$ cat src/rtl/rspf_pkg.sv
`timescale 1ns / 1ps

package rspf_pkg;

  localparam int WordW  = 16;
  localparam int LinesW = 12;
  localparam int ModeW  = 1;

  // Stream decode phases
  localparam logic [1:0] PH_HEADER = 2'd0;
  localparam logic [1:0] PH_SKIP   = 2'd1;
  localparam logic [1:0] PH_COUNT  = 2'd2;
  localparam logic [1:0] PH_PIXEL  = 2'd3;

  // Configuration register indexes
  localparam logic [0:0] CFG_LINE_COUNT   = 1'b0;
  localparam logic [0:0] CFG_CONVERT_MODE = 1'b1;

  // Conversion modes
  localparam logic [ModeW-1:0] MODE_565_TO_555 = 1'b0;
  localparam logic [ModeW-1:0] MODE_555_TO_565 = 1'b1;

  localparam logic [WordW-1:0] MASK_565_RG = 16'hffc0;
  localparam logic [WordW-1:0] MASK_BLUE   = 16'h001f;
  localparam logic [WordW-1:0] MASK_555_RG = 16'h7fe0;

  localparam logic [LinesW-1:0] LINE_COUNT_RST = 12'd1;

  typedef struct packed {
    logic is_pixel;
    logic sprite_done;
  } word_status_t;

endpackage

$ cat src/rtl/rle_sprite_pixel_format_converter_top.sv
`timescale 1ns / 1ps

// Run-length sprite pixel format converter.
// Input stream: one 16-bit sprite stream word per transfer on in_tdata.
// Each line opens with a run count; each run is a skip word, a pixel count
// and that many pixels. Control words pass through; pixels are converted
// 565 -> 555 or 555 -> 565 depending on the convert_mode register.
// Output stream: one transfer per input transfer. out_tdata carries the word,
// out_tuser flags a converted pixel, out_tlast marks the word that completes
// the final line of the sprite, after which decoding starts a new sprite.
// Configuration: cfg_index 0 writes line_count (also reloads the lines still
// to go), cfg_index 1 writes convert_mode (bit 0). Always ready; write only
// while the stream is idle.
// Path: an accepted word is held in the input register, then in the result
// register, from which it is presented. Throughput is one word per cycle while
// the receiver does not stall; the decode counters are updated in the same cycle
// that moves a word from the input register to the result register.
// Reset (synchronous, rst_n low) empties both registers and returns the
// decoder to the start of a sprite with line_count 1 and 565 -> 555 mode.
// When the receiver stalls, the result register holds its word and one more
// word is taken into the input register; in_tready then drops.
module rle_sprite_pixel_format_converter_top (
  input  logic        clk,
  input  logic        rst_n,
  input  logic        in_tvalid,
  output logic        in_tready,
  input  logic [15:0] in_tdata,   // [15:0] stream_word
  output logic        out_tvalid,
  input  logic        out_tready,
  output logic [15:0] out_tdata,  // [15:0] out_word
  output logic        out_tuser,  // [0] is_pixel
  output logic        out_tlast,  // sprite_done
  input  logic        cfg_valid,
  output logic        cfg_ready,
  input  logic [0:0]  cfg_index,
  input  logic [11:0] cfg_data
);

  logic                        in_valid_r;
  logic [rspf_pkg::WordW-1:0]  in_word_r;
  logic                        out_valid_r;
  logic [rspf_pkg::WordW-1:0]  out_word_r, out_word_nxt;
  logic                        out_pixel_r;
  logic                        out_done_r;
  logic [rspf_pkg::ModeW-1:0]  mode_r;

  logic                        advance;
  logic                        step;
  logic                        cfg_fire;
  logic                        line_we;
  rspf_pkg::word_status_t      status;

  // The result register can take a word when empty or draining this cycle
  assign advance   = !out_valid_r || out_tready;
  assign step      = in_valid_r && advance;
  assign in_tready = !in_valid_r || advance;
  assign cfg_ready = 1'b1;
  assign cfg_fire  = cfg_valid && cfg_ready;
  assign line_we   = cfg_fire && (cfg_index == rspf_pkg::CFG_LINE_COUNT);

  // Input register: hold the word until it moves on
  always_ff @(posedge clk) begin
    if (!rst_n) begin
      in_valid_r <= 1'b0;
    end else if (in_tready) begin
      in_valid_r <= in_tvalid;
    end
  end

  always_ff @(posedge clk) begin
    if (in_tready && in_tvalid) begin
      in_word_r <= in_tdata;
    end
  end

  always_ff @(posedge clk) begin
    if (!rst_n) begin
      mode_r <= rspf_pkg::MODE_565_TO_555;
    end else if (cfg_fire && (cfg_index == rspf_pkg::CFG_CONVERT_MODE)) begin
      mode_r <= cfg_data[rspf_pkg::ModeW-1:0];
    end
  end

  rspf_ctrl u_ctrl (
    .clk        (clk),
    .rst_n      (rst_n),
    .step       (step),
    .word       (in_word_r),
    .line_we    (line_we),
    .line_value (cfg_data),
    .status     (status)
  );

  rspf_conv u_conv (
    .word_in  (in_word_r),
    .mode     (mode_r),
    .is_pixel (status.is_pixel),
    .word_out (out_word_nxt)
  );

  // Result register: advance on a free slot, hold while stalled
  always_ff @(posedge clk) begin
    if (!rst_n) begin
      out_valid_r <= 1'b0;
    end else if (advance) begin
      out_valid_r <= in_valid_r;
    end
  end

  always_ff @(posedge clk) begin
    if (step) begin
      out_word_r  <= out_word_nxt;
      out_pixel_r <= status.is_pixel;
      out_done_r  <= status.sprite_done;
    end
  end

  assign out_tvalid = out_valid_r;
  assign out_tdata  = out_word_r;
  assign out_tuser  = out_pixel_r;
  assign out_tlast  = out_done_r;

endmodule

$ cat src/rtl/rspf_conv.sv
`timescale 1ns / 1ps

module rspf_conv (
  input  logic [rspf_pkg::WordW-1:0] word_in,
  input  logic [rspf_pkg::ModeW-1:0] mode,
  input  logic                       is_pixel,
  output logic [rspf_pkg::WordW-1:0] word_out
);

  logic [rspf_pkg::WordW-1:0] to_555;
  logic [rspf_pkg::WordW-1:0] to_565;

  // 565 -> 555: drop low green bit; 555 -> 565: shift red/green up, bit 15 drops out
  assign to_555 = ((word_in & rspf_pkg::MASK_565_RG) >> 1) | (word_in & rspf_pkg::MASK_BLUE);
  assign to_565 = ((word_in & rspf_pkg::MASK_555_RG) << 1) | (word_in & rspf_pkg::MASK_BLUE);

  always_comb begin
    if (!is_pixel) begin
      word_out = word_in;
    end else if (mode == rspf_pkg::MODE_555_TO_565) begin
      word_out = to_565;
    end else begin
      word_out = to_555;
    end
  end

endmodule

$ cat src/rtl/rspf_ctrl.sv
`timescale 1ns / 1ps

module rspf_ctrl (
  input  logic                        clk,
  input  logic                        rst_n,
  input  logic                        step,
  input  logic [rspf_pkg::WordW-1:0]  word,
  input  logic                        line_we,
  input  logic [rspf_pkg::LinesW-1:0] line_value,
  output rspf_pkg::word_status_t      status
);

  logic [1:0]                  phase_r, phase_nxt;
  logic [rspf_pkg::LinesW-1:0] line_count_r;
  logic [rspf_pkg::LinesW-1:0] lines_left_r, lines_left_nxt;
  logic [rspf_pkg::WordW-1:0]  runs_left_r, runs_left_nxt;
  logic [rspf_pkg::WordW-1:0]  pixels_left_r, pixels_left_nxt;

  logic [rspf_pkg::WordW-1:0]  runs_dec;
  logic [rspf_pkg::WordW-1:0]  pixels_dec;
  logic                        word_zero;
  logic                        last_line;
  logic                        line_end;
  logic                        run_end;

  assign runs_dec   = runs_left_r - rspf_pkg::WordW'(1);
  assign pixels_dec = pixels_left_r - rspf_pkg::WordW'(1);
  assign word_zero  = (word == '0);
  assign last_line  = (lines_left_r <= rspf_pkg::LinesW'(1));

  always_comb begin
    phase_nxt       = phase_r;
    runs_left_nxt   = runs_left_r;
    pixels_left_nxt = pixels_left_r;
    run_end         = 1'b0;
    line_end        = 1'b0;
    status          = '0;
    case (phase_r)
      rspf_pkg::PH_HEADER: begin
        if (word_zero) begin
          line_end = 1'b1;
        end else begin
          runs_left_nxt = word;
          phase_nxt     = rspf_pkg::PH_SKIP;
        end
      end
      rspf_pkg::PH_SKIP: begin
        phase_nxt = rspf_pkg::PH_COUNT;
      end
      rspf_pkg::PH_COUNT: begin
        if (word_zero) begin
          run_end = 1'b1;
        end else begin
          pixels_left_nxt = word;
          phase_nxt       = rspf_pkg::PH_PIXEL;
        end
      end
      default: begin
        status.is_pixel = 1'b1;
        pixels_left_nxt = pixels_dec;
        run_end         = (pixels_dec == '0);
      end
    endcase
    if (run_end) begin
      runs_left_nxt = runs_dec;
      if (runs_dec == '0) begin
        line_end = 1'b1;
      end else begin
        phase_nxt = rspf_pkg::PH_SKIP;
      end
    end
    if (line_end) begin
      phase_nxt          = rspf_pkg::PH_HEADER;
      status.sprite_done = last_line;
    end
  end

  always_comb begin
    if (line_end && last_line) begin
      lines_left_nxt = line_count_r;
    end else if (line_end) begin
      lines_left_nxt = lines_left_r - rspf_pkg::LinesW'(1);
    end else begin
      lines_left_nxt = lines_left_r;
    end
  end

  always_ff @(posedge clk) begin
    if (!rst_n) begin
      phase_r       <= rspf_pkg::PH_HEADER;
      line_count_r  <= rspf_pkg::LINE_COUNT_RST;
      lines_left_r  <= rspf_pkg::LINE_COUNT_RST;
      runs_left_r   <= '0;
      pixels_left_r <= '0;
    end else if (line_we) begin
      line_count_r <= line_value;
      lines_left_r <= line_value;
    end else if (step) begin
      phase_r       <= phase_nxt;
      lines_left_r  <= lines_left_nxt;
      runs_left_r   <= runs_left_nxt;
      pixels_left_r <= pixels_left_nxt;
    end
  end

endmodule

$ cat config.mk
export PLATFORM = sky130hd
export DESIGN_NAME = rle_sprite_pixel_format_converter_top
export DESIGN_NICKNAME = d
export VERILOG_FILES = /design/src/rtl/rspf_pkg.sv /design/src/rtl/rle_sprite_pixel_format_converter_top.sv /design/src/rtl/rspf_conv.sv /design/src/rtl/rspf_ctrl.sv
export SDC_FILE = /design/constraint.sdc
export NUM_CORES = 1
export LEC_CHECK = 0
export BUFFER_PORTS_ARGS = -buffer_cell sky130_fd_sc_hd__buf_2
export CAP_MARGIN = 20
export CORE_MARGIN = 2
export CORE_UTILIZATION = 30
export CTS_CLUSTER_DIAMETER = 40
export DETAILED_ROUTE_END_ITERATION = 7
export GPL_TIMING_DRIVEN = 0
export SLEW_MARGIN = 20
export SYNTH_ARGS = -nofsm -noshare
export SYNTH_HDL_FRONTEND = slang
export SYNTH_SLANG_ARGS = --single-unit
$ cat constraint.sdc
create_clock -name clk -period 9.2 [get_ports clk]
set_clock_uncertainty 0.05 [all_clocks]
set_input_delay 0.92 -clock clk [delete_from_list [all_inputs] [get_ports clk]]
set_output_delay 0.92 -clock clk [all_outputs]
set_load 0.02 [all_outputs]
==> out/metrics.csv, run 1 <==
metric;value;unit
CP most frequent cell;buf_2;
Initial Util;30.7;%
Post-Syn Area;5550;µm²
Rows;49;
biggest area consumer among synthesized cells;dfxtp_1;
pin count of the biggest net entering global routing;21;
Worst Hold Class;reg -> reg;
pwr/cell area;164;nW/µm²
worst slew pin tran;922;ps
Inserted Diodes;0;
Final Core Density;35.6;%
Antenna Nets Post-Route;0;
power after layout;1.05;mW
Mapped Nets;669;
Clock Sinks;95;
r2r startpoint;u_ctrl.pixels_left_r[1];
Hold Path Depth;2;
arrival time worst endpoint;3820;ps
violated checks;DRC;
Final min period;3600;ps
area grow syn2layout;15.9;%
VDD IR-drop max;0.146;mV
routed length per instance;17.3;µm
die area;19600;µm²
Tot GR Track Use;16.5;%
ys async rst share;0;%
vias in the first global route;4831;
final wirelength;16000;µm
sequential fraction of the synthesis area;40.4;%
CP max FO;10;
1st-iter DRT viols;530;
total grt overflow;0;
htree depth;3;
clock buffer depth;2;
CTS tree;built;
register area;2240;µm²
status;finished, violations left;
postcts setup bufs;0;
Synth Warn #;0;
DRT Pass-1 Iters;7;
cell chain of the critical path;clkbuf_1 > inv_1 > ha_1 > or3b_2 > buf_2 > nor4b_1 > xnor2_1 > nand4_1 > o32ai_4 > nand3_2 > buf_2 > o22ai_1;
pre-CTS setup slack;5560;ps
PortBufs;52;
beginning of the worst hold path;u_ctrl.line_count_r[10];
Skew-Pair Late Insertion Delay;350;ps
Seq cells post-synth;95;
RSZ-0062 raised after global routing;false;
Post-synth EDFFs;34;
IO Pins;55;
max_slew headroom;38.5;%
setup ws final;5600;ps
Slowest-stage cell, CP;or3b_2;
Clk pin slew, worst setup/hold paths;70;ps
Crit Reg-Reg Endpoint;u_ctrl.runs_left_r[2];
worst path required time;9430;ps
layout cells sized above 1;17.4;%
area of the multi-input gates;3010;µm²
clk root buf;clkbuf_16;
Die W;140;µm
final hold vios;0;
cells on worst reg2reg path;12;
final slew viol count;0;
flop-to-flop setup slack;5600;ps
Post-route DRC;3;
DP Area;6100;µm²
max incr delay on CP;460;ps
Nets;732;
Synth area leaders;dfxtp_1, edfxtp_1, nand2_1, a21oi_1, nor2_1;
Max-cap violations;0;
DP Wirelength;11300;µm
first-pass GRT wire length;25700;µm
final period utilization;39.1;%
CTS Hold Bufs;0;
initial antenna violation count;0;
syn avg cell area;8.82;µm²
gpl congestion;0.932;
critical path type;reg -> reg;
Achievable Freq;278;MHz
height of the chip;140;µm
Setup violations, final;0;
post-layout instance area;6430;µm²
Worst setup EP type;flip-flop;
Fillers;1856;
Via-to-Cell Ratio;5.51;
Syn Inst Count;629;
hold path endpoint;u_ctrl.line_count_r[10];
CTS buffer count;9;
Via Count;5105;
Leak Pwr;2.33;nW
Critical Path Start Type;flip-flop;
count of cell types in the netlist;86;
Std-Cell Core Area;18100;µm²
Resize count post-CTS;0;
most common flop cell mapped by yosys;dfxtp_1;
Setup TNS;0;ps
top cell type's share of synthesized area;22.0;%
==> report_power, final <==
| part | switching (mW) | total [mW] | internal (mW) |
|---|---|---|---|
| clock | 0.179 | 0.424 | 0.245 |
| combinational | 0.0982 | 0.156 | 0.0576 |
| sequential | 0.0204 | 0.475 | 0.455 |
==> state kept, by name, summed over array words and instances (netlist names), 2 cells and up <==
name and cells:
in_word_r 16, out_tdata 16, u_ctrl.line_count_r 12, u_ctrl.lines_left_r 12, u_ctrl.phase_r 2, u_ctrl.pixels_left_r 16, u_ctrl.runs_left_r 16
==> worst max-delay path by stage <==
stage,startpoint,end,slack (ps),cells after the start
6_report,u_ctrl.pixels_left_r[1],u_ctrl.runs_left_r[2],5600,12
3_3_place_gp,out_tready,u_ctrl.lines_left_r[11],5530,9
4_1_cts,u_ctrl.pixels_left_r[1],u_ctrl.runs_left_r[10],5610,11
3_5_place_dp,out_tready,u_ctrl.lines_left_r[11],5560,9
5_1_grt,u_ctrl.pixels_left_r[1],u_ctrl.runs_left_r[2],5250,12
2_1_floorplan,u_ctrl.pixels_left_r[1],u_ctrl.runs_left_r[14],6050,12
==> layout by cell type, fill, tap and decap left out, types with 20 or more instances in the layout <==
cell type | synthesis | layout
buf_2 | 8 | 60
nor3_1 | 21 | 21
nor2_1 | 54 | 54
dfxtp_1 | 61 | 61
a21oi_1 | 52 | 52
nand2_1 | 75 | 75
o21ai_0 | 25 | 25
clkbuf_1 | 31 | 31
nand3_1 | 20 | 20
edfxtp_1 | 34 | 34
inv_1 | 20 | 20
==> critical path, delay by kind of cell (launching register included) <==
family / cells / cell delay, ps
adders and majority gates: 1 / 300
AOI/OAI and AO/OA: 2 / 620
and+or+nand+nor: 4 / 1290
DFF: 1 / 300
xor gates and xnor gates: 1 / 230
buffers and inverters: 4 / 730
==> through the flow <==
step	std cells	hold WS [ps]
global placement	910	389
floorplan	629	376
CTS	926	405
global route	926	424
finish	926	403
detailed placement	910	392
==> synthesized netlist by cell type, types with 4 or more instances <==
| library cell | n |
|---|---|
| a211oi_2 | 11 |
| a21o_1 | 5 |
| a21oi_1 | 52 |
| a221oi_1 | 4 |
| a311oi_1 | 4 |
| and2_1 | 6 |
| and3_1 | 6 |
| buf_2 | 8 |
| clkbuf_1 | 31 |
| dfxtp_1 | 61 |
| edfxtp_1 | 34 |
| ha_1 | 6 |
| inv_1 | 20 |
| mux2i_1 | 19 |
| nand2_1 | 75 |
| nand2b_1 | 5 |
| nand3_1 | 20 |
| nand4_1 | 9 |
| nor2_1 | 54 |
| nor2b_1 | 4 |
| nor3_1 | 21 |
| nor4_1 | 14 |
| o21ai_0 | 25 |
| o221ai_1 | 4 |
| o22ai_1 | 10 |
| or3_1 | 10 |
| or4_1 | 6 |
| xnor2_1 | 5 |
| xor2_1 | 5 |
==> metal layers <==
| metal | vias up | track usage [%] | routed length [µm] |
|---|---|---|---|
| li1 | 2469 | - | - |
| met2 | 157 | 24.9 | 6950 |
| met1 | 2454 | 23.4 | 7830 |
| met4 | 0 | 5.58 | 304 |
| met3 | 25 | 3.42 | 921 |
| met5 | - | 0 | 0 |
==> area by class of cell <==
class | count | share of cell area, %
Buffer | 46 | 3.37
Tap cell | 229 | 4.46
Inverter | 22 | 1.28
Sequential cell | 95 | 34.9
Clock inverter | 7 | 1.69
Timing Repair Buffer | 52 | 4.05
Multi-Input combinational cell | 466 | 46.8
Clock buffer | 9 | 3.50
==> cells by family (layout without fill, tap and decap cells) <==
logic type | after synthesis | count (layout) | share of synthesized area, %
simple gates | 259 | 259 | 24.1
compound gates | 168 | 168 | 22.9
flops | 95 | 95 | 40.4
buf+inv | 68 | 136 | 5.39
mux | 22 | 22 | 4.24
xor+xnor | 10 | 10 | 1.58
fa+ha+maj | 6 | 6 | 1.35
other cells | 1 | 1 | 0.0676
Power figures use the tool's default switching activity.
==> run 2, diff against run 1 <==
==> constraint.sdc (replaced) <==
create_clock -name clk -period 3.3 [get_ports clk]
set_clock_uncertainty 0.05 [all_clocks]
set_input_delay 0.33 -clock clk [delete_from_list [all_inputs] [get_ports clk]]
set_output_delay 0.33 -clock clk [all_outputs]
set_load 0.02 [all_outputs]
==> run 2 against run 1 <==
Effect of this change: the flow still finishes with violations (DRC); utilization increased by 0.95 points; sequential share of layout area decreased by 0.91 points; flip-flop and latch count unchanged; power grew to 2.8 times the previous value; clock power rose to 2.8 times the previous value; wire length up 1.5%; largest power group unchanged; global-route usage is 0.095 points higher; combinational power rose to 2.9 times the previous value; first-iteration DRC count fell by 12%; register-to-register slack got worse by 5500 ps; die area unchanged; largest cell class unchanged; design area is 2.7% higher; highest routed layer unchanged.
==> out/metrics.csv, run 2 (synthesis results as in run 1) <==
metric;value;unit;change
status;finished, violations left;;
violated checks;DRC;;
arrival time worst endpoint;3360;ps;-460 ps
flop-to-flop setup slack;140;ps;-5470 ps
cells on worst reg2reg path;10;;-2
commonest non-fill, non-tap cell in the layout;nand2_1;;
Hold Path Depth;1;;-1
1st-iter DRT viols;467;;-12%
Skew-Pair Late Insertion Delay;350;ps;about the same
clock buffer depth;2;;unchanged
IO Pins;55;;unchanged
Clock Sinks;95;;unchanged
worst path required time;3500;ps;-5930 ps
register area;2240;µm²;unchanged
final wirelength;16300;µm;+1.5%
routed length per instance;17.3;µm;+0.34%
DP Wirelength;11300;µm;unchanged
Initial Util;30.7;%;unchanged
cell chain of the critical path;or4_1 > buf_2 > or2_4 > or4_4 > nand3_2 > o31ai_4 > buf_4 > buf_4 > a311oi_1 > and4bb_1;;
max incr delay on CP;550;ps;+90 ps
Tot GR Track Use;16.6;%;+0.095 points
pwr/cell area;448;nW/µm²;+170%
initial antenna violation count;0;;unchanged
area grow syn2layout;19.0;%;
placed cell count;910;;unchanged
PortBufs;52;;unchanged
Achievable Freq;316;MHz;+14%
Setup violations, final;0;;unchanged
max_slew headroom;39.0;%;+0.52 points
RSZ-0062 raised after global routing;false;;
post-layout instance area;6600;µm²;+2.7%
final hold vios;0;;unchanged
WP buf/inv;3;;-1
Slowest-stage cell, CP;or4_1;;
Via Count;5164;;+1.2%
final slew viol count;0;;unchanged
Leak Pwr;2.42;nW;+3.8%
gpl congestion;0.932;;unchanged
CTS tree;built;;
layout cells sized above 1;19.9;%;+2.6 points
non-filler cells, final;937;;+1.2%
Via-to-Cell Ratio;5.51;;about the same
VDD IR-drop max;0.410;mV;+180%
height of the chip;140;µm;unchanged
CTS Hold Bufs;0;;unchanged
worst slew pin tran;914;ps;-7.73 ps
htree depth;3;;unchanged
die area;19600;µm²;unchanged
pin count of the biggest net entering global routing;21;;unchanged
Fillers;1844;;-0.65%
area of the multi-input gates;3070;µm²;+2.1%
CP top delay family;simple AND/OR/NAND/NOR gates;;
Worst Hold Class;in -> reg;;
commonest cells after routing, fill and taps aside;nand2_1, dfxtp_1, buf_2;;
Post-route DRC;3;;unchanged
critical path type;reg -> reg;;
Inserted Diodes;0;;unchanged
total grt overflow;0;;unchanged
Antenna Nets Post-Route;0;;unchanged
Critical Path Start Type;flip-flop;;
final period utilization;95.9;%;+57 points
Std-Cell Core Area;18100;µm²;unchanged
Hold Slack;96.7;ps;-307 ps
Setup TNS;0;ps;unchanged
Die W;140;µm;unchanged
DP Area;6100;µm²;unchanged
Nets;743;;+1.5%
CP most frequent cell;buf_4;;
Worst setup EP type;flip-flop;;
CP max FO;8;;-2
Final min period;3160;ps;-434 ps
first-pass GRT wire length;25900;µm;+0.70%
Rows;49;;unchanged
Clk pin slew, worst setup/hold paths;70;ps;about the same
Max-cap violations;0;;unchanged
DRT Pass-1 Iters;7;;unchanged
CTS buffer count;9;;unchanged
clk root buf;clkbuf_16;;
Worst path depth;10;;-2
vias in the first global route;4890;;+1.2%
[run 2: cell count changes in the layout (fill, tap and decap cells not counted), sizes merged]
cell and change:
buf +12, clkbuf -1
[run 2: cell type report]
| class | count | area share (%) |
|---|---|---|
| inverter | 22 | 1.25 |
| multi-input combinational | 466 | 46.5 |
| sequential | 95 | 34.0 |
| clock inverter | 7 | 1.65 |
| tap | 229 | 4.34 |
| timing repair buffer | 65 | 5.61 |
| buffer | 44 | 3.26 |
| clock buffer | 9 | 3.41 |
[run 2: power breakdown]
group	switching (mW)	internal, mW	total, mW
logic	0.280	0.171	0.451
clock network	0.502	0.682	1.18
registers	0.0574	1.27	1.33
[run 2: worst register-to-register path, delay by kind of cell (launching register included)]
family	cells	cell delay [ps]
AOI/OAI and AO/OA	2	340
buffers and inverters	3	500
DFF	1	390
and+or+nand+nor	5	1770
[run 2: through the flow]
stage	worst slack (ps)	power [mW]	util, %
6_report	136	2.96	36.5
5_1_grt	19.9	3.09	36.5
2_1_floorplan	149	1.64	-
3_3_place_gp	-246	1.78	33.7
3_5_place_dp	-266	1.78	33.7
4_1_cts	33.9	2.98	36.1
[run 2: layer usage]
layer,up-vias,global-route usage (%),routed length [µm]
li1,2485,-,-
met1,2498,23.4,7900
met2,158,25.4,7160
met3,23,3.49,897
met4,0,5.32,293
met5,-,0,0
[run 2: path summary, 6_finish.rpt]
| path | startpoint | to |
|---|---|---|
| max | u_ctrl.pixels_left_r[4] | u_ctrl.lines_left_r[3] |
| min | in_tdata[2] | in_word_r[2] |
| max reg2reg | u_ctrl.pixels_left_r[4] | u_ctrl.lines_left_r[3] |
| min reg2reg | u_ctrl.line_count_r[10] | u_ctrl.line_count_r[10] |
[run 2: timing repair]
action,in CTS,in global routing
resized for setup,4,10
pin swaps,5,3
setup buffers,8,5
cloned,0,0
endpoints found under the setup margin,30,29
